$ cat src/design/kcab_pkg.sv
// ----------------------------------------------------------------------------
// Keyword cipher alphabet builder package
// Shared constants, payload structs and the back-end state type.
// ----------------------------------------------------------------------------
`default_nettype none

package kcab_pkg;

  // Alphabet geometry.
  localparam int ALPHABET_SIZE = 26;
  localparam int LETTER_W      = 5;
  localparam int IDX_W         = $clog2(ALPHABET_SIZE);
  localparam int CNT_W         = $clog2(ALPHABET_SIZE + 1);
  localparam int SHIFT_W       = 5;

  // Command queue between front and back.
  localparam int QUEUE_DEPTH = 4;
  localparam int QPTR_W      = $clog2(QUEUE_DEPTH);
  localparam int QCNT_W      = $clog2(QUEUE_DEPTH + 1);

  // One keyword letter transaction.
  typedef struct packed {
    logic [LETTER_W-1:0] key_letter;
    logic                key_end;
  } key_item_t;

  // One substitution table row transaction.
  typedef struct packed {
    logic [LETTER_W-1:0] plain_letter;
    logic [LETTER_W-1:0] cipher_letter;
    logic                row_last;
  } row_item_t;

  // Classified command passed from front to back.
  typedef struct packed {
    logic [IDX_W-1:0] letter;
    logic             append;
    logic             last;
  } kcab_cmd_t;

  // Back-end sequencer states.
  typedef enum logic [1:0] {
    B_TAKE,
    B_FILL,
    B_EMIT
  } kcab_state_t;

endpackage

`default_nettype wire

$ cat src/design/kcab_front.sv
// ----------------------------------------------------------------------------
// Keyword cipher front end
// Accepts keyword letters, drops repeats and out-of-range letters, and
// forwards append and end commands to the command queue.
// ----------------------------------------------------------------------------
`default_nettype none

module kcab_front (
  input  wire logic               clk,
  input  wire logic               rst,
  input  wire logic               push,
  input  wire kcab_pkg::key_item_t key_item,
  output logic                    full,
  output logic                    q_push,
  output kcab_pkg::kcab_cmd_t     q_cmd,
  input  wire logic               q_full
);
  import kcab_pkg::*;

  localparam logic [LETTER_W-1:0] SIZE_LETTER = LETTER_W'(ALPHABET_SIZE);

  logic [ALPHABET_SIZE-1:0] used_mask;
  logic                     accept;
  logic                     in_range;
  logic                     append;
  logic [IDX_W-1:0]         letter_idx;

  // Classify the incoming letter against the letters already seen.
  assign full       = q_full;
  assign accept     = push && !q_full;
  assign in_range   = key_item.key_letter < SIZE_LETTER;
  assign letter_idx = IDX_W'(key_item.key_letter);
  assign append     = in_range && !used_mask[letter_idx];

  // Only letters that change the table, or the end mark, go to the queue.
  assign q_push        = accept && (append || key_item.key_end);
  assign q_cmd.letter  = letter_idx;
  assign q_cmd.append  = append;
  assign q_cmd.last    = key_item.key_end;

  // The seen-letter mask restarts after the end mark.
  always_ff @(posedge clk) begin
    if (rst) begin
      used_mask <= '0;
    end else if (accept) begin
      if (key_item.key_end) begin
        used_mask <= '0;
      end else if (append) begin
        used_mask[letter_idx] <= 1'b1;
      end
    end
  end

endmodule

`default_nettype wire

$ cat src/design/kcab_queue.sv
// ----------------------------------------------------------------------------
// Keyword cipher command queue
// Short first-in first-out buffer that decouples the front and back ends.
// ----------------------------------------------------------------------------
`default_nettype none

module kcab_queue (
  input  wire logic                clk,
  input  wire logic                rst,
  input  wire logic                q_push,
  input  wire kcab_pkg::kcab_cmd_t q_din,
  output logic                     q_full,
  input  wire logic                q_pop,
  output kcab_pkg::kcab_cmd_t      q_dout,
  output logic                     q_empty
);
  import kcab_pkg::*;

  localparam logic [QCNT_W-1:0] DEPTH_CNT = QCNT_W'(QUEUE_DEPTH);

  kcab_cmd_t          entries [QUEUE_DEPTH];
  logic [QPTR_W-1:0]  wr_ptr;
  logic [QPTR_W-1:0]  rd_ptr;
  logic [QCNT_W-1:0]  count;
  logic               do_push;
  logic               do_pop;

  assign q_full  = count == DEPTH_CNT;
  assign q_empty = count == '0;
  assign q_dout  = entries[rd_ptr];
  assign do_push = q_push && !q_full;
  assign do_pop  = q_pop && !q_empty;

  // Storage is written at the tail.
  always_ff @(posedge clk) begin
    if (do_push) begin
      entries[wr_ptr] <= q_din;
    end
  end

  // Pointers and occupancy.
  always_ff @(posedge clk) begin
    if (rst) begin
      wr_ptr <= '0;
      rd_ptr <= '0;
      count  <= '0;
    end else begin
      if (do_push) begin
        wr_ptr <= (wr_ptr == QPTR_W'(QUEUE_DEPTH - 1)) ? '0 : wr_ptr + 1'b1;
      end
      if (do_pop) begin
        rd_ptr <= (rd_ptr == QPTR_W'(QUEUE_DEPTH - 1)) ? '0 : rd_ptr + 1'b1;
      end
      unique case ({do_push, do_pop})
        2'b10:   count <= count + 1'b1;
        2'b01:   count <= count - 1'b1;
        default: count <= count;
      endcase
    end
  end

endmodule

`default_nettype wire

$ cat src/design/kcab_back.sv
// ----------------------------------------------------------------------------
// Keyword cipher back end
// Builds the mixed alphabet in a table memory, fills in the unused letters
// and emits the rotated table one row at a time through an output register.
// ----------------------------------------------------------------------------
`default_nettype none

module kcab_back (
  input  wire logic                   clk,
  input  wire logic                   rst,
  input  wire logic [kcab_pkg::SHIFT_W-1:0] shift,
  input  wire kcab_pkg::kcab_cmd_t    q_cmd,
  input  wire logic                   q_empty,
  output logic                        q_pop,
  output kcab_pkg::row_item_t         row_item,
  output logic                        empty,
  input  wire logic                   pop
);
  import kcab_pkg::*;

  localparam logic [CNT_W-1:0]   SIZE_CNT  = CNT_W'(ALPHABET_SIZE);
  localparam logic [IDX_W-1:0]   LAST_IDX  = IDX_W'(ALPHABET_SIZE - 1);
  localparam logic [SHIFT_W-1:0] SIZE_SHFT = SHIFT_W'(ALPHABET_SIZE);

  kcab_state_t              state;
  kcab_state_t              state_next;

  logic [LETTER_W-1:0]      table_mem [ALPHABET_SIZE];
  logic [LETTER_W-1:0]      rd_data;
  logic [ALPHABET_SIZE-1:0] used_mask;
  logic [CNT_W-1:0]         fill_count;
  logic [IDX_W-1:0]         row;
  logic [IDX_W-1:0]         src;
  logic [IDX_W-1:0]         pend_row;
  logic                     rd_pend;
  logic                     out_valid;

  logic                     mem_we;
  logic [LETTER_W-1:0]      mem_wdata;
  logic                     rd_issue;
  logic                     room;

  logic [SHIFT_W-1:0]       shift_mod;
  logic [IDX_W-1:0]         src_start;

  // Rotation start: the first row reads entry (0 - shift) mod size.
  assign shift_mod = (shift >= SIZE_SHFT) ? shift - SIZE_SHFT : shift;
  assign src_start = (shift_mod == '0) ? '0 : IDX_W'(SIZE_SHFT - shift_mod);

  assign room  = fill_count < SIZE_CNT;
  assign empty = !out_valid;

  // Next-state logic.
  always_comb begin
    state_next = state;
    unique case (state)
      B_TAKE: begin
        if (!q_empty && q_cmd.last) begin
          state_next = B_FILL;
        end
      end
      B_FILL: begin
        if (row == LAST_IDX) begin
          state_next = B_EMIT;
        end
      end
      B_EMIT: begin
        if (rd_issue && row == LAST_IDX) begin
          state_next = B_TAKE;
        end
      end
      default: state_next = B_TAKE;
    endcase
  end

  // Datapath control.
  always_comb begin
    q_pop     = 1'b0;
    mem_we    = 1'b0;
    mem_wdata = '0;
    rd_issue  = 1'b0;
    unique case (state)
      B_TAKE: begin
        q_pop     = !q_empty;
        mem_we    = !q_empty && q_cmd.append && room;
        mem_wdata = LETTER_W'(q_cmd.letter);
      end
      B_FILL: begin
        mem_we    = !used_mask[row] && room;
        mem_wdata = LETTER_W'(row);
      end
      B_EMIT: begin
        rd_issue = !rd_pend && (!out_valid || pop);
      end
      default: begin
        q_pop = 1'b0;
      end
    endcase
  end

  // Table memory: one write port, one registered read port.
  always_ff @(posedge clk) begin
    if (mem_we) begin
      table_mem[fill_count[IDX_W-1:0]] <= mem_wdata;
    end
    if (rd_issue) begin
      rd_data <= table_mem[src];
    end
  end

  // Sequencer state, fill bookkeeping and row counters.
  always_ff @(posedge clk) begin
    if (rst) begin
      state      <= B_TAKE;
      used_mask  <= '0;
      fill_count <= '0;
      row        <= '0;
      src        <= '0;
      rd_pend    <= 1'b0;
    end else begin
      state   <= state_next;
      rd_pend <= rd_issue;
      if (mem_we) begin
        fill_count <= fill_count + 1'b1;
      end
      if (state == B_TAKE && !q_empty && q_cmd.append) begin
        used_mask[q_cmd.letter] <= 1'b1;
      end
      if (state == B_FILL) begin
        if (row == LAST_IDX) begin
          row <= '0;
          src <= src_start;
        end else begin
          row <= row + 1'b1;
        end
      end
      if (rd_issue) begin
        src <= (src == LAST_IDX) ? '0 : src + 1'b1;
        if (row == LAST_IDX) begin
          // Last row read: the table is free for the next keyword.
          row        <= '0;
          used_mask  <= '0;
          fill_count <= '0;
        end else begin
          row <= row + 1'b1;
        end
      end
    end
  end

  // Row index travels with its pending read.
  always_ff @(posedge clk) begin
    if (rd_issue) begin
      pend_row <= row;
    end
  end

  // Output register holds the oldest row until it is popped.
  always_ff @(posedge clk) begin
    if (rst) begin
      out_valid <= 1'b0;
    end else if (rd_pend) begin
      out_valid <= 1'b1;
    end else if (pop) begin
      out_valid <= 1'b0;
    end
  end

  always_ff @(posedge clk) begin
    if (rd_pend) begin
      row_item.plain_letter  <= LETTER_W'(pend_row);
      row_item.cipher_letter <= rd_data;
      row_item.row_last      <= pend_row == LAST_IDX;
    end
  end

`ifndef SYNTHESIS
  a_fill_bound: assert property (@(posedge clk) disable iff (rst)
    fill_count <= SIZE_CNT)
    else $error("table fill count exceeds alphabet size");

  a_fill_done: assert property (@(posedge clk) disable iff (rst)
    (state == B_FILL && state_next == B_EMIT) |=> fill_count == SIZE_CNT)
    else $error("table not complete when emission starts");

  a_no_overrun: assert property (@(posedge clk) disable iff (rst)
    rd_pend |-> !out_valid)
    else $error("row read lands on an occupied output register");

  a_emit_no_write: assert property (@(posedge clk) disable iff (rst)
    state == B_EMIT |-> !mem_we && !q_pop)
    else $error("table written or command taken during emission");
`endif

endmodule

`default_nettype wire

$ cat src/design/keyword_cipher_alphabet_builder.sv
// ----------------------------------------------------------------------------
// Keyword cipher alphabet builder
// Top level: shift register, front end, command queue and back end.
// ----------------------------------------------------------------------------
// Usage:
//   Keyword letters enter on key_item with push/full; a transaction is taken
//   at each edge with push high and full low, one letter per cycle while the
//   command queue has room. Repeated and out-of-range letters are dropped.
//   A letter with key_end set closes the keyword: once it is taken from the
//   queue, the back end appends the unused letters in alphabet order, then
//   emits 26 rows on row_item with empty/pop, row_last on the final one.
//   Rows leave one at a time: a new registered read of the table memory
//   waits until the previous read has reached the single output register.
//   While the back end fills and emits, the front end keeps taking letters
//   of the next keyword until the four-entry command queue is full.
//   A stalled receiver holds the current row and pauses table reads.
//   The user must write the shift register with cfg_we/cfg_wdata only
//   while the block is idle; the block does not enforce this.
//   Synchronous reset clears the masks, counters, queue and shift.
// ----------------------------------------------------------------------------
`default_nettype none

module keyword_cipher_alphabet_builder (
  input  wire logic                        clk,
  input  wire logic                        rst,
  input  wire logic                        push,
  output logic                             full,
  input  wire kcab_pkg::key_item_t         key_item,
  output logic                             empty,
  input  wire logic                        pop,
  output kcab_pkg::row_item_t              row_item,
  input  wire logic                        cfg_we,
  input  wire logic [kcab_pkg::SHIFT_W-1:0] cfg_wdata
);
  import kcab_pkg::*;

  logic [SHIFT_W-1:0] shift;
  logic               q_push;
  logic               q_full;
  logic               q_pop;
  logic               q_empty;
  kcab_cmd_t          q_din;
  kcab_cmd_t          q_dout;

  // Rotation distance register.
  always_ff @(posedge clk) begin
    if (rst) begin
      shift <= '0;
    end else if (cfg_we) begin
      shift <= cfg_wdata;
    end
  end

  kcab_front u_front (
    .clk      (clk),
    .rst      (rst),
    .push     (push),
    .key_item (key_item),
    .full     (full),
    .q_push   (q_push),
    .q_cmd    (q_din),
    .q_full   (q_full)
  );

  kcab_queue u_queue (
    .clk     (clk),
    .rst     (rst),
    .q_push  (q_push),
    .q_din   (q_din),
    .q_full  (q_full),
    .q_pop   (q_pop),
    .q_dout  (q_dout),
    .q_empty (q_empty)
  );

  kcab_back u_back (
    .clk      (clk),
    .rst      (rst),
    .shift    (shift),
    .q_cmd    (q_dout),
    .q_empty  (q_empty),
    .q_pop    (q_pop),
    .row_item (row_item),
    .empty    (empty),
    .pop      (pop)
  );

endmodule

`default_nettype wire
$ cat config.mk
export PLATFORM = sky130hd
export DESIGN_NAME = keyword_cipher_alphabet_builder
export DESIGN_NICKNAME = d
export VERILOG_FILES = /design/src/design/kcab_pkg.sv /design/src/design/kcab_front.sv /design/src/design/kcab_queue.sv /design/src/design/kcab_back.sv /design/src/design/keyword_cipher_alphabet_builder.sv
export SDC_FILE = /design/constraint.sdc
export NUM_CORES = 1
export LEC_CHECK = 0
export BUFFER_PORTS_ARGS = -buffer_cell sky130_fd_sc_hd__buf_4
export CAP_MARGIN = 20
export CORE_AREA = 2 2 139 141
export DETAILED_ROUTE_END_ITERATION = 7
export DIE_AREA = 0 0 141 143
export PLACE_DENSITY = 0.76
export SKIP_LAST_GASP = 1
export SLEW_MARGIN = 20
export SYNTH_ARGS = -nofsm -noshare
export SYNTH_HDL_FRONTEND = slang
export SYNTH_SLANG_ARGS = --single-unit
$ cat constraint.sdc
create_clock -name clk -period 3.4 [get_ports clk]
set_input_delay 0.34 -clock clk [delete_from_list [all_inputs] [get_ports clk]]
set_output_delay 0.34 -clock clk [all_outputs]
set_load 0.02 [all_outputs]
# After elaboration in Yosys (flattened, before gate mapping)
# Memories as Yosys holds them, arrays and structs flattened. A register that Yosys moved wholly into a read port is not among the register bits.
# Cells that the tools add are included.
dict set report totals {
  register_bits 99
  ram_bits 158
  out_inout_bits 13
  elab_cells 128
  memories 2
}
# name depth width read_ports rd_ports_with_merged_regs write_ports line_no
set mem_list {}
lappend mem_list {u_back.table_mem 26 5 1 1 1 kcab_back.sv:28} ;# logic [LETTER_W-1:0] table_mem [ALPHABET_SIZE];
lappend mem_list {u_queue.entries 4 7 1 1 1 kcab_queue.sv:21} ;# kcab_cmd_t entries [QUEUE_DEPTH];
dict set report classes {
  add_sub_neg 9
  order_cmp 8
  eq_ne 13
  mux 44
  n_bitwise 2
  reduce_logical 34
}
# cell count
set ops {}
lappend ops {{26-bit 2-to-1 mux} 5}
lappend ops {{5-bit 2-to-1 mux} 12}
lappend ops {{26-bit bitwise OR} 2}
lappend ops {{5-bit by 6-bit < comparator with 1-bit output (second input constant)} 3}
lappend ops {{5-bit by 1-bit adder with 5-bit output (second input constant)} 3}
lappend ops {{5-bit equality test (second input constant)} 3}
lappend ops {{1-bit logical AND} 15}
lappend ops {{2-bit 2-to-1 mux} 7}
lappend ops {{1-bit 2-to-1 mux} 12}
lappend ops {{1-bit binary-select mux with 5-bit select} 2}
lappend ops {{1-bit demux with 5-bit select} 2}
lappend ops {{5-bit by 1-bit greater-or-equal comparator with 1-bit output (second input constant)} 2}
lappend ops {{5-bit < comparator (second input constant)} 2}
lappend ops {{5-bit case mux with 2 select lines} 1}
lappend ops {{2-bit nonzero test} 5}
lappend ops {{2-bit equality test (second input constant)} 4}
lappend ops {{1-bit logical NOT} 6}
lappend ops {{2-bit by 1-bit inequality test with 1-bit output (second input constant)} 3}
lappend ops {{2-bit case mux with 3 select lines} 1}
lappend ops {{3-bit case mux with 2 select lines} 1}
lappend ops {{5-bit greater-or-equal comparator (second input constant)} 1}
lappend ops {{5-bit logical NOT} 1}
lappend ops {{5-bit subtractor (first input constant)} 1}
lappend ops {{5-bit subtractor (second input constant)} 1}
lappend ops {{other kinds (11)} 15}

# Depth between registers and ports, before layout
# Gate-level depths: netlist of the first run.
dict set report logic_depth {
  depth_word 9
  mapped_depth 14
}

# Modules after synthesis
# Synthesis of the first run repeated with hierarchy kept, for this count alone.
dict set report hier_totals {
  hier_cells 779
  area_unflattened_um2 11459.7
}
# mod instances cells_per_inst area_each_um2
set by_module_without_submodules {}
lappend by_module_without_submodules {kcab_back 1 562 8489.4}
lappend by_module_without_submodules {kcab_queue 1 89 1516.5}
lappend by_module_without_submodules {kcab_front 1 112 1273.7}
lappend by_module_without_submodules {keyword_cipher_alphabet_builder 1 16 180.2}

# Worst setup path after synthesis of the first run
# OpenSTA, ideal clock, no wires.
dict set report synth_timing {
  kind {input to register}
  from {input port key_item[1] (netlist name)}
  to {register u_queue.count[2]}
  setup_time_ns 0.071
  t_arrival_ns 2.879
  path_slack_ns 0.451
  cell_stages 14
  cell_sequence {buf_6 > clkbuf_1 > mux2i_1 > o221ai_1 > o21a_1 > nor3_4 > o21ai_2 > buf_2 > ha_1 > inv_1 > fa_1 > xor2_1 > or3_1 > a21oi_1}
}
dict set report synth_via {
  elab_chain_len 9
}
# element line_no
set synth_rtl {}
lappend synth_rtl {{start, declared} keyword_cipher_alphabet_builder.sv:28} ;# input wire kcab_pkg::key_item_t key_item,
lappend synth_rtl {{1-bit binary-select mux with 5-bit select} kcab_front.sv:33} ;# assign append = in_range && !used_mask[letter_idx];
lappend synth_rtl {{1-bit 2-to-1 mux (implied by the code)} kcab_front.sv:33}
lappend synth_rtl {{1-bit logical NOT} kcab_front.sv:33}
lappend synth_rtl {{1-bit logical AND (*)} kcab_front.sv:33}
lappend synth_rtl {{via u_front.append} kcab_front.sv:25} ;# logic append;
lappend synth_rtl {{1-bit logical OR (*)} kcab_front.sv:36} ;# assign q_push = accept && (append || key_item.key_end);
lappend synth_rtl {{1-bit logical AND (*)} kcab_front.sv:36}
lappend synth_rtl {{1-bit logical AND (*)} kcab_queue.sv:31} ;# assign do_push = q_push && !q_full;
lappend synth_rtl {{2-bit by 1-bit equality test with 1-bit output or 2-bit equality test (tied branches)} kcab_queue.sv:54} ;# unique case ({do_push, do_pop})
lappend synth_rtl {{3-bit case mux with 2 select lines or 2-bit nonzero test (tied branches)} --}
lappend synth_rtl {{end signal, assigned} kcab_queue.sv:55} ;# 2'b10: count <= count + 1'b1;
lappend synth_rtl {{end signal, assigned} kcab_queue.sv:56} ;# 2'b01: count <= count - 1'b1;
lappend synth_rtl {{end signal, assigned} kcab_queue.sv:57} ;# default: count <= count;
lappend synth_rtl {{end, declared} kcab_queue.sv:24} ;# logic [QCNT_W-1:0] count;
# Mark *: on every way through the listed nets, which the timed path passes. The rest lies on a longest branch. The select of a mux whose other input is x is not followed.
# A chain may end at the register's enable or synchronous reset.

# Worst setup path in the final report of the first run
dict set report layout_timing {
  from {register u_back.row[2]}
  to {memory u_back.table_mem[16][4] (enable)}
}
dict set report layout_via {
  elab_chain_len 7
}
# element line_no
set layout_rtl {}
lappend layout_rtl {{start, declared} kcab_back.sv:32} ;# logic [IDX_W-1:0] row;
lappend layout_rtl {{start signal, assigned} kcab_back.sv:134} ;# row <= row + 1'b1;
lappend layout_rtl {{start signal, assigned} kcab_back.sv:145} ;# row <= row + 1'b1;
lappend layout_rtl {{1-bit binary-select mux with 5-bit select} kcab_back.sv:89} ;# mem_we = !used_mask[row] && room;
lappend layout_rtl {{1-bit 2-to-1 mux (implied by the code)} kcab_back.sv:89}
lappend layout_rtl {{1-bit logical NOT} kcab_back.sv:89}
lappend layout_rtl {{1-bit logical AND} kcab_back.sv:89}
lappend layout_rtl {{1-bit case mux with 2 select lines} kcab_back.sv:82} ;# unique case (state)
lappend layout_rtl {{1-bit 2-to-1 mux} kcab_back.sv:103} ;# if (mem_we) begin
lappend layout_rtl {{1-bit 2-to-1 mux (implied by the code)} kcab_back.sv:104} ;# table_mem[fill_count[IDX_W-1:0]] <= mem_wdata;
lappend layout_rtl {{end, declared} kcab_back.sv:28}
# Every way passes these cells. The select of a mux whose other input is x is not followed.

==> results.txt, run 1 <==
The flow ran to the end, and the final reports show no timing, DRC or antenna violations. The portion of total power attributed to the clock network came out at 34.6%. The portion of the clock cycle consumed by the worst path in the final layout is 87.2%. The share of async-settable or async-resettable flops after synthesis is 0%. Net switching is 27.2% of the power. The register area share after synthesis is 63.9%. The total number of placement rows came out at 50. The design area came out at 12,400 µm².

The number of antenna violations at the first check in global routing came to 0. The maximum resistive drop on vdd came out at 518 µV. The setup TNS after final layout came out at 0 ns. The share of total power dissipated in combinational logic is 18.6%. The starting density of the core came out at 59.6%. The worst hold path belongs to the class primary input to register. The number of distinct standard cells referenced by the synthesized netlist came out at 57. The total number of vias came out at 6,770. The number of hold violations in the final report is 0.

The CTS tree is yes. The max-cap check violation count came out at 0. The number of buffers added by the clock tree synthesis step came out at 27. At the worst endpoint, the required time is 3.55 ns. The master of the slowest instance on the critical path is sky130_fd_sc_hd__dfxtp_1. For this run, the slowest stage of the critical path takes 0.61 ns. The total setup buffers inserted after CTS came out at 0. The number of standard cells after synthesis came out at 825.

The quantity of gates resized following cts came out at 0. The setup slack after layout is 0.434 ns. For the worst flop-to-flop path, the logic depth is 7. The worst hold path cell count is 3. After detailed routing, the total wire length is 22,200 µm. From bottom edge to top edge, the die measures 143 µm.

For this run, design rule violations remaining after detail routing come to 0. The netlist area before placement is 11,100 µm². For this block, the initial DRC count from the detailed router was 517.

The mean instance size in the synthesized netlist is 13.4 µm². The clock-pin transition on the worst setup and hold timing paths is 0.06 ns. Routability-driven placement finished with a final weighted congestion of 0.827. At the pin with the least slew margin, the transition time is 0.917 ns.

The largest buffer count on any clock path is 3. Walking the worst path, the cells encountered are inv_1, or3_1, a41o_1, a31oi_1, buf_4, nand2_1, nor2_1. The clock sink count came out at 264. For the worst setup path, the data arrival time is 3.12 ns. By area the synthesized netlist is led by sky130_fd_sc_hd__edfxtp_1 (49%), sky130_fd_sc_hd__dfxtp_1 (15%), sky130_fd_sc_hd__mux4_2 (9.4%). The setup skew after layout is 0.00825 ns.

The number of fill cells came out at 1,232. The largest fanout of any net on the critical path is 13. In this run the most critical hold path is launched from cfg_wdata[4]. The setup path with the least slack is of type register to register. The worst setup timing slack at the placement stage came out at 0.366 ns. The placed standard-cell area came out at 11,500 µm². Entering global routing, the biggest net connects 47 pins. The total iterations of the first detailed-routing run is 5.

In the global route stage, overall resource usage came out at 22.4%. The multi-input combinational cells in the finished layout cover a total of 3700 µm². The fraction of power consumed by sequential logic came out at 46.8%.

The highest achievable clock rate came out at 337 MHz. The overall die area came out at 20,200 µm². The total count of max-transition violations in the final report came out at 0. The fraction of final layout cells with drive strength greater than 1 came out at 17.4%. The first global-routing pass estimated 35,300 µm of wire. For this run, the leading register cell type out of synthesis is sky130_fd_sc_hd__edfxtp_1.

The endpoint type of the worst setup path is a register. The horizontal die dimension is 141 µm. The worst reg-to-reg setup slack is 0.43 ns. The count of nets left with antenna violations once routing finished came out at 0. The area occupied by registers is 7080 µm². The switching power of the nets came out at 2370 µW. For this design, the CTS-stage hold fixing added 0 buffers. The analysis attributes to cell leakage a power of 0.00416 µW.

The count of buffering cells on the critical path with inverters included is 2. The growth of design area from synthesis to finish came out at 12.3%. STA classifies the critical path startpoint as a register. For this design the top-level I/O count stands at 29. The via count of the first global-routing pass is 6,813. The number of vias per cell came out at 6.13. The core footprint came out at 18,600 µm². The number of input and output port buffers inserted is 28. The overflow left after global routing came out at 0. The worst-case headroom to the max-slew limit came out at 38.8%. At the later pin of the worst-skew pair, clock insertion delay measures 0.52 ns. The synthesized design contains 179 enable-type register cells.

The time the worst path needs with I/O delays and setup is 2.97 ns. The average wire length per cell after detail routing is 20.1 µm. Cell internal power was estimated by the tool at 6340 µW. The maximum level of the CTS H-tree is 1. Leaving out fill and tap cells, the most frequent cell in the layout is sky130_fd_sc_hd__edfxtp_1. The total number of nets in the final design is 885. The largest total area in the synthesized netlist belongs to sky130_fd_sc_hd__edfxtp_1. In this run the power density over the cells is 701 nW/µm². The endpoint identified for the worst register-to-register timing path is u_back.table_mem[16][4]. Counting every net in the synthesized netlist gives 859. In this run the biggest area consumer among cell types represents 48.5% of the synthesized area. The yosys synthesis warning count is 0. Summed over all nets, the half-perimeter wirelength after detailed placement is 14,500 µm.

The startpoint identified for the worst register-to-register timing path is u_back.row[2]. The synthesized design contains 264 register bits. The number of diodes added for antenna fixing came out at 0.

The clock root buffer master is sky130_fd_sc_hd__clkbuf_16. The kind of cell with the highest combined delay along the critical path is simple AND/OR/NAND/NOR gates. Setup repair after global routing left no endpoint under its margin. The final count of negative-setup-slack endpoints came out at 0. The capture endpoint of the worst hold path is shift[4]. The library cells used most frequently in the layout, excluding fill and tap cells, are sky130_fd_sc_hd__edfxtp_1 (179), sky130_fd_sc_hd__nor2_1 (100), sky130_fd_sc_hd__dfxtp_1 (84).
[cells in the mapped netlist (3+ instances only)]
library cell               number
sky130_fd_sc_hd__edfxtp_1     179
sky130_fd_sc_hd__nor2_1       100
sky130_fd_sc_hd__dfxtp_1       85
sky130_fd_sc_hd__nand2_1       58
sky130_fd_sc_hd__mux4_2        46
sky130_fd_sc_hd__a21oi_1       43
sky130_fd_sc_hd__clkbuf_1      35
sky130_fd_sc_hd__inv_1         29
sky130_fd_sc_hd__mux2i_1       29
sky130_fd_sc_hd__o21ai_0       28
sky130_fd_sc_hd__nand3_1       22
sky130_fd_sc_hd__ha_1          17
sky130_fd_sc_hd__nor2b_1       11
sky130_fd_sc_hd__nor3_1        11
sky130_fd_sc_hd__nand2b_1      10
sky130_fd_sc_hd__mux2_2         9
sky130_fd_sc_hd__nand4_1        9
sky130_fd_sc_hd__xnor2_1        9
sky130_fd_sc_hd__a211oi_1       8
sky130_fd_sc_hd__o41ai_1        7
sky130_fd_sc_hd__buf_2          6
sky130_fd_sc_hd__nand3b_1       6
sky130_fd_sc_hd__or3_1          5
sky130_fd_sc_hd__xor2_1         5
sky130_fd_sc_hd__and3_1         4
sky130_fd_sc_hd__buf_1          4
sky130_fd_sc_hd__or3b_2         4
sky130_fd_sc_hd__a21o_1         3
sky130_fd_sc_hd__a31oi_1        3
sky130_fd_sc_hd__and3b_1        3
sky130_fd_sc_hd__nor3b_1        3
[flip-flops by register name, summed over array words and instances, names as in the netlist, 5 cells and up, named ones only]
name and count:
u_back.row_item 11, u_queue.entries 28, u_back.table_mem 130, u_back.src 5, u_front.used_mask 26, u_back.fill_count 5, u_back.rd_data 5, u_back.row 5
u_back.used_mask 26, u_back.pend_row 5, shift 5
[worst max path at each step]
stage | startpoint | endpoint | slack [ns] | cells past startpoint
global placement | key_item[3] | u_queue.count[2] | 0.48 | 12
CTS | u_back.row[2] | u_back.table_mem[0][1] | 0.48 | 7
global route | u_back.row[2] | u_back.table_mem[21][2] | 0.31 | 7
floorplan | key_item[1] | u_queue.count[2] | 0.45 | 14
detailed placement | key_item[1] | u_queue.entries[0][6] | 0.37 | 8
finish | u_back.row[2] | u_back.table_mem[16][4] | 0.43 | 7
[worst register-to-register path, stage by stage, from the launching register on]
cell                      delay [ns]
sky130_fd_sc_hd__dfxtp_1        0.61
sky130_fd_sc_hd__inv_1          0.24
sky130_fd_sc_hd__or3_1          0.40
sky130_fd_sc_hd__a41o_1         0.24
sky130_fd_sc_hd__a31oi_1        0.20
sky130_fd_sc_hd__buf_4          0.17
sky130_fd_sc_hd__nand2_1        0.25
sky130_fd_sc_hd__nor2_1         0.49
[routing by layer]
metal	global-route usage, %	routed length, µm
met5	0	0
met4	9.00	641
met3	3.42	1340
met2	38.6	11100
met1	29.0	9130
[power by group through the flow]
stage	Combinational [µW]	Sequential (µW)	Clock (µW)
final	1620	4080	3020
after global routing	1760	4100	3190
after CTS	1610	4080	3060
after detailed placement	1570	4140	0
after global placement	1510	4130	0
after floorplan	1100	4080	0
[per-stage QoR]
stage / std cells / util (%) / hold WS, ns / total power [µW]
global placement: 1056 / 61.9 / 0.403 / 5640
floorplan: 825 / - / 0.400 / 5180
detailed placement: 1056 / 61.9 / 0.405 / 5720
CTS: 1104 / 66.9 / 0.0515 / 8750
global route: 1104 / 66.9 / 0.0638 / 9050
finish: 1104 / 66.9 / 0.0604 / 8710
[logic make-up after synthesis]
family | Yosys count | share of synthesized area, %
AO/OA/AOI/OAI | 116 | 6.50
XOR/XNOR | 14 | 1.11
adder cells (fa/ha/maj) | 18 | 2.10
buffers and inverters | 76 | 2.78
flip-flops | 264 | 63.9
multiplexers | 84 | 12.9
AND/OR/NAND/NOR | 253 | 10.8
[layout make-up]
cell class / instances / area share (%)
Clock buffer: 32 / 5.92
Clock inverter: 16 / 1.55
Inverter: 29 / 0.875
Multi-Input combinational cell: 485 / 29.7
Sequential cell: 264 / 56.9
Tap cell: 234 / 2.35
Timing Repair Buffer: 44 / 2.66
Power figures use the tool's default switching activity.
==> inputs of run 2 (changes only) <==
--- a/config.mk
+++ b/config.mk
@@ -10,2 +10,3 @@
 export CORE_AREA = 2 2 139 141
+export CTS_BUF_LIST = sky130_fd_sc_hd__clkbuf_8
 export DETAILED_ROUTE_END_ITERATION = 7
==> constraint.sdc (replaced) <==
create_clock -name clk -period 3.4 [get_ports clk]
set_input_delay 0.17 -clock clk [delete_from_list [all_inputs] [get_ports clk]]
set_output_delay 0.17 -clock clk [all_outputs]
set_load 0.02 [all_outputs]
==> run 2 against run 1 <==
Final area grew 0.90%. Critical path type unchanged. Clock power is 13% lower. Maximum frequency shrank 2.4%. Critical path depth is 1 lower. Register-to-register slack got worse by 0.07 ns. Sequential power about the same. Final cell count grew 4.3%. Die area did not move.
==> results.txt, run 2 (synthesis gave the netlist of run 1 again) <==
The flow ran to the end, and the final reports show no timing, DRC or antenna violations. Together, buffers and inverters on the worst path number 0. The number of cells on the worst reg-to-reg path came out at 6. The growth of design area from synthesis to finish is 13.3%. The required time of the critical path came out at 3.56 ns. In this run, the number of DRC markers left after iteration 0 of detailed routing was 720. The endpoint of the worst-slack reg-to-reg timing path is u_back.table_mem[5][4]. The total number of placement rows came out at 50.

Among all stages on the critical path, the largest delay is contributed by sky130_fd_sc_hd__dfxtp_1. The number of buffers added by the clock tree synthesis step came out at 42. Setup slack on the worst reg-to-reg path comes out at 0.36 ns. The endpoint type of the worst setup path is a register.

The number of antenna diodes in the final layout is 0. Before antenna repair, the detailed router went through 5 iterations. The clock-pin transition on the worst setup and hold timing paths came out at 0.06 ns. The number of hold violations in the final report is 0.

The residual antenna-violating net count after detailed routing came out at 0. The count of placed standard cells in the final layout, fillers left out came out at 1,151. Grouping stages by cell kind, the critical path spends the most delay in simple AND/OR/NAND/NOR gates. The maximum number of pins on one net before global-route repair came out at 47.

The tree is rooted in a sky130_fd_sc_hd__clkbuf_8. The core footprint is 18,600 µm². The height of the chip came out at 143 µm.

At the later pin of the worst-skew pair, clock insertion delay measures 0.55 ns. The largest fanout of any net on the critical path came out at 8. The worst-case headroom to the max-slew limit came out at 42.3%. TritonCTS built the clock tree. The worst-margin pin slew is 0.864 ns. The largest buffer count on any clock path came out at 3. After detailed routing, the average wire length per cell comes to 20.1 µm. The type of the worst setup path is register to register. Dividing the detail-routed via count by the number of cells gives 6.09. Among the stages of the critical path, the cell type that occurs most often is sky130_fd_sc_hd__nand2_1. Summed over all cells, the static leakage comes to 0.00427 µW. The die covers 20,200 µm². The number of antenna violations at the first check in global routing was 0. The register with the most flip-flops in the layout has 130 of them.

The maximum level of the CTS H-tree is 2. The critical path goes through mux4_2, nand2_1, nand4_1, a31oi_2, nand2_1, nor2_1. The worst setup path is launched from a register. The fraction of final layout cells with drive strength greater than 1 came out at 18.0%. Summed over all layers, the global routing overflow is 0. The number of input and output port buffers inserted came out at 28. The clock sink count came out at 264. The combined global-route utilization of all metal layers came out at 23.7%. The total DRC errors in the routed layout came out at 0. After detailed placement, the design holds a cell count of 1,055.

Setup violations remaining at the end of the flow were counted as 0. After layout, the minimum clock period comes to 3.04 ns. The total count of max-transition violations in the final report came out at 0. The portion of the clock cycle consumed by the worst path in the final layout is 89.4%. The total setup buffers inserted after CTS came out at 0. Leaving out fill and tap cells, the most frequent cells in the layout are sky130_fd_sc_hd__edfxtp_1 (179), sky130_fd_sc_hd__nor2_1 (100), sky130_fd_sc_hd__dfxtp_1 (84). The starting density of the core is 59.6%. Derived from the worst setup path, the maximum achievable clock frequency is 329 MHz. The total number of vias is 7,013. The path with the worst hold slack has its endpoint at u_queue.entries[2][2].

The horizontal die dimension came out at 141 µm. The final HPWL from detailed placement came out at 15,100 µm. The arrival time reported for the critical path endpoint came out at 3.20 ns.

The setup skew after layout is 0.0335 ns. The total detailed-routing wirelength is 23,100 µm. The total power divided by cell area came out at 666 nW/µm². The classification of the worst-slack hold path is primary input to register. The worst-case IR drop observed on VDD is 367 µV. The number of primary I/O pins is 29. The library cell used most frequently in the layout, excluding fill and tap cells, is sky130_fd_sc_hd__edfxtp_1. The via count of the first global-routing pass is 6,984. The total number of nets in the final design is 917.

The setup TNS after final layout is 0 ns. The worst hold path cell count came out at 1. The origin of the critical flop-to-flop path is u_back.row[0].

The startpoint identified for the worst hold timing path is key_item[1]. The biggest cell delay along the critical path came out at 0.58 ns. Setup repair after global routing left no endpoint under its margin. The first-pass GRT wire length is 36,800 µm.

The number of fill cells is 1,241. The max-cap check violation count came out at 0. The weighted congestion reported at the end of routability-driven placement is 0.836.
run 2: changes by cell type in the layout (fill, tap and decap cells not counted), sizes merged:
cell and change:
dlygate4sd3 +18, clkinvlp -3, clkinv +5, bufinv -2, inv +14, clkbuf +16, buf -1
run 2: worst max path at each step:
stage               cells after the start                      to  slack, ns     startpoint
floorplan                              14        u_queue.count[2]       0.62    key_item[1]
global placement                        6  u_back.table_mem[0][0]       0.34  u_back.row[0]
detailed placement                      6  u_back.table_mem[5][1]       0.26  u_back.row[0]
CTS                                     6  u_back.table_mem[5][4]       0.22  u_back.row[0]
global route                            6  u_back.table_mem[6][0]       0.19  u_back.row[2]
finish                                  6  u_back.table_mem[5][4]       0.36  u_back.row[0]
run 2: final cells by class:
class | count | area (µm²) | share of cell area, %
well taps | 234 | 293 | 2.33
inverters | 29 | 109 | 0.867
multi-input cells | 485 | 3700 | 29.5
repair buffers | 61 | 528 | 4.21
clock buffers | 48 | 661 | 5.26
flip-flops and latches | 264 | 7080 | 56.4
clock inverters | 30 | 175 | 1.40
run 2: what timing repair did:
item | CTS | global route
endpoints found under the hold margin | 28 | 0
setup endpoints to repair | 0 | 20
hold buffers | 18 | 0
gates resized for setup | 0 | 1
run 2: metrics by stage:
| step | hold WS, ns | worst slack, ns | instance area (µm²) | utilization (%) | total power, µW |
|---|---|---|---|---|---|
| after floorplan | 0.269 | 0.621 | 11100 | - | 5180 |
| after global placement | 0.404 | 0.344 | 11500 | 62.0 | 5720 |
| after detailed placement | 0.407 | 0.264 | 11500 | 62.0 | 5750 |
| after CTS | 0.0320 | 0.222 | 12500 | 67.5 | 8390 |
| after global routing | 0.0482 | 0.191 | 12500 | 67.5 | 8730 |
| final | 0.0656 | 0.361 | 12500 | 67.5 | 8360 |
run 2: routing by layer:
metal | GRT usage, % | part of all wire [%]
met1 | 31.3 | 41
met4 | 7.47 | 2.2
met3 | 4.43 | 6.5
met5 | 0 | 0
met2 | 40.4 | 51
run 2: report_power, final:
group / switching, µW / leakage, µW / internal, µW / total, µW
clock: 1180 / 0.000492 / 1450 / 2630
sequential: 137 / 0.00231 / 3940 / 4080
combinational: 1090 / 0.00147 / 564 / 1650
total: 2410 / 0.00427 / 5950 / 8360
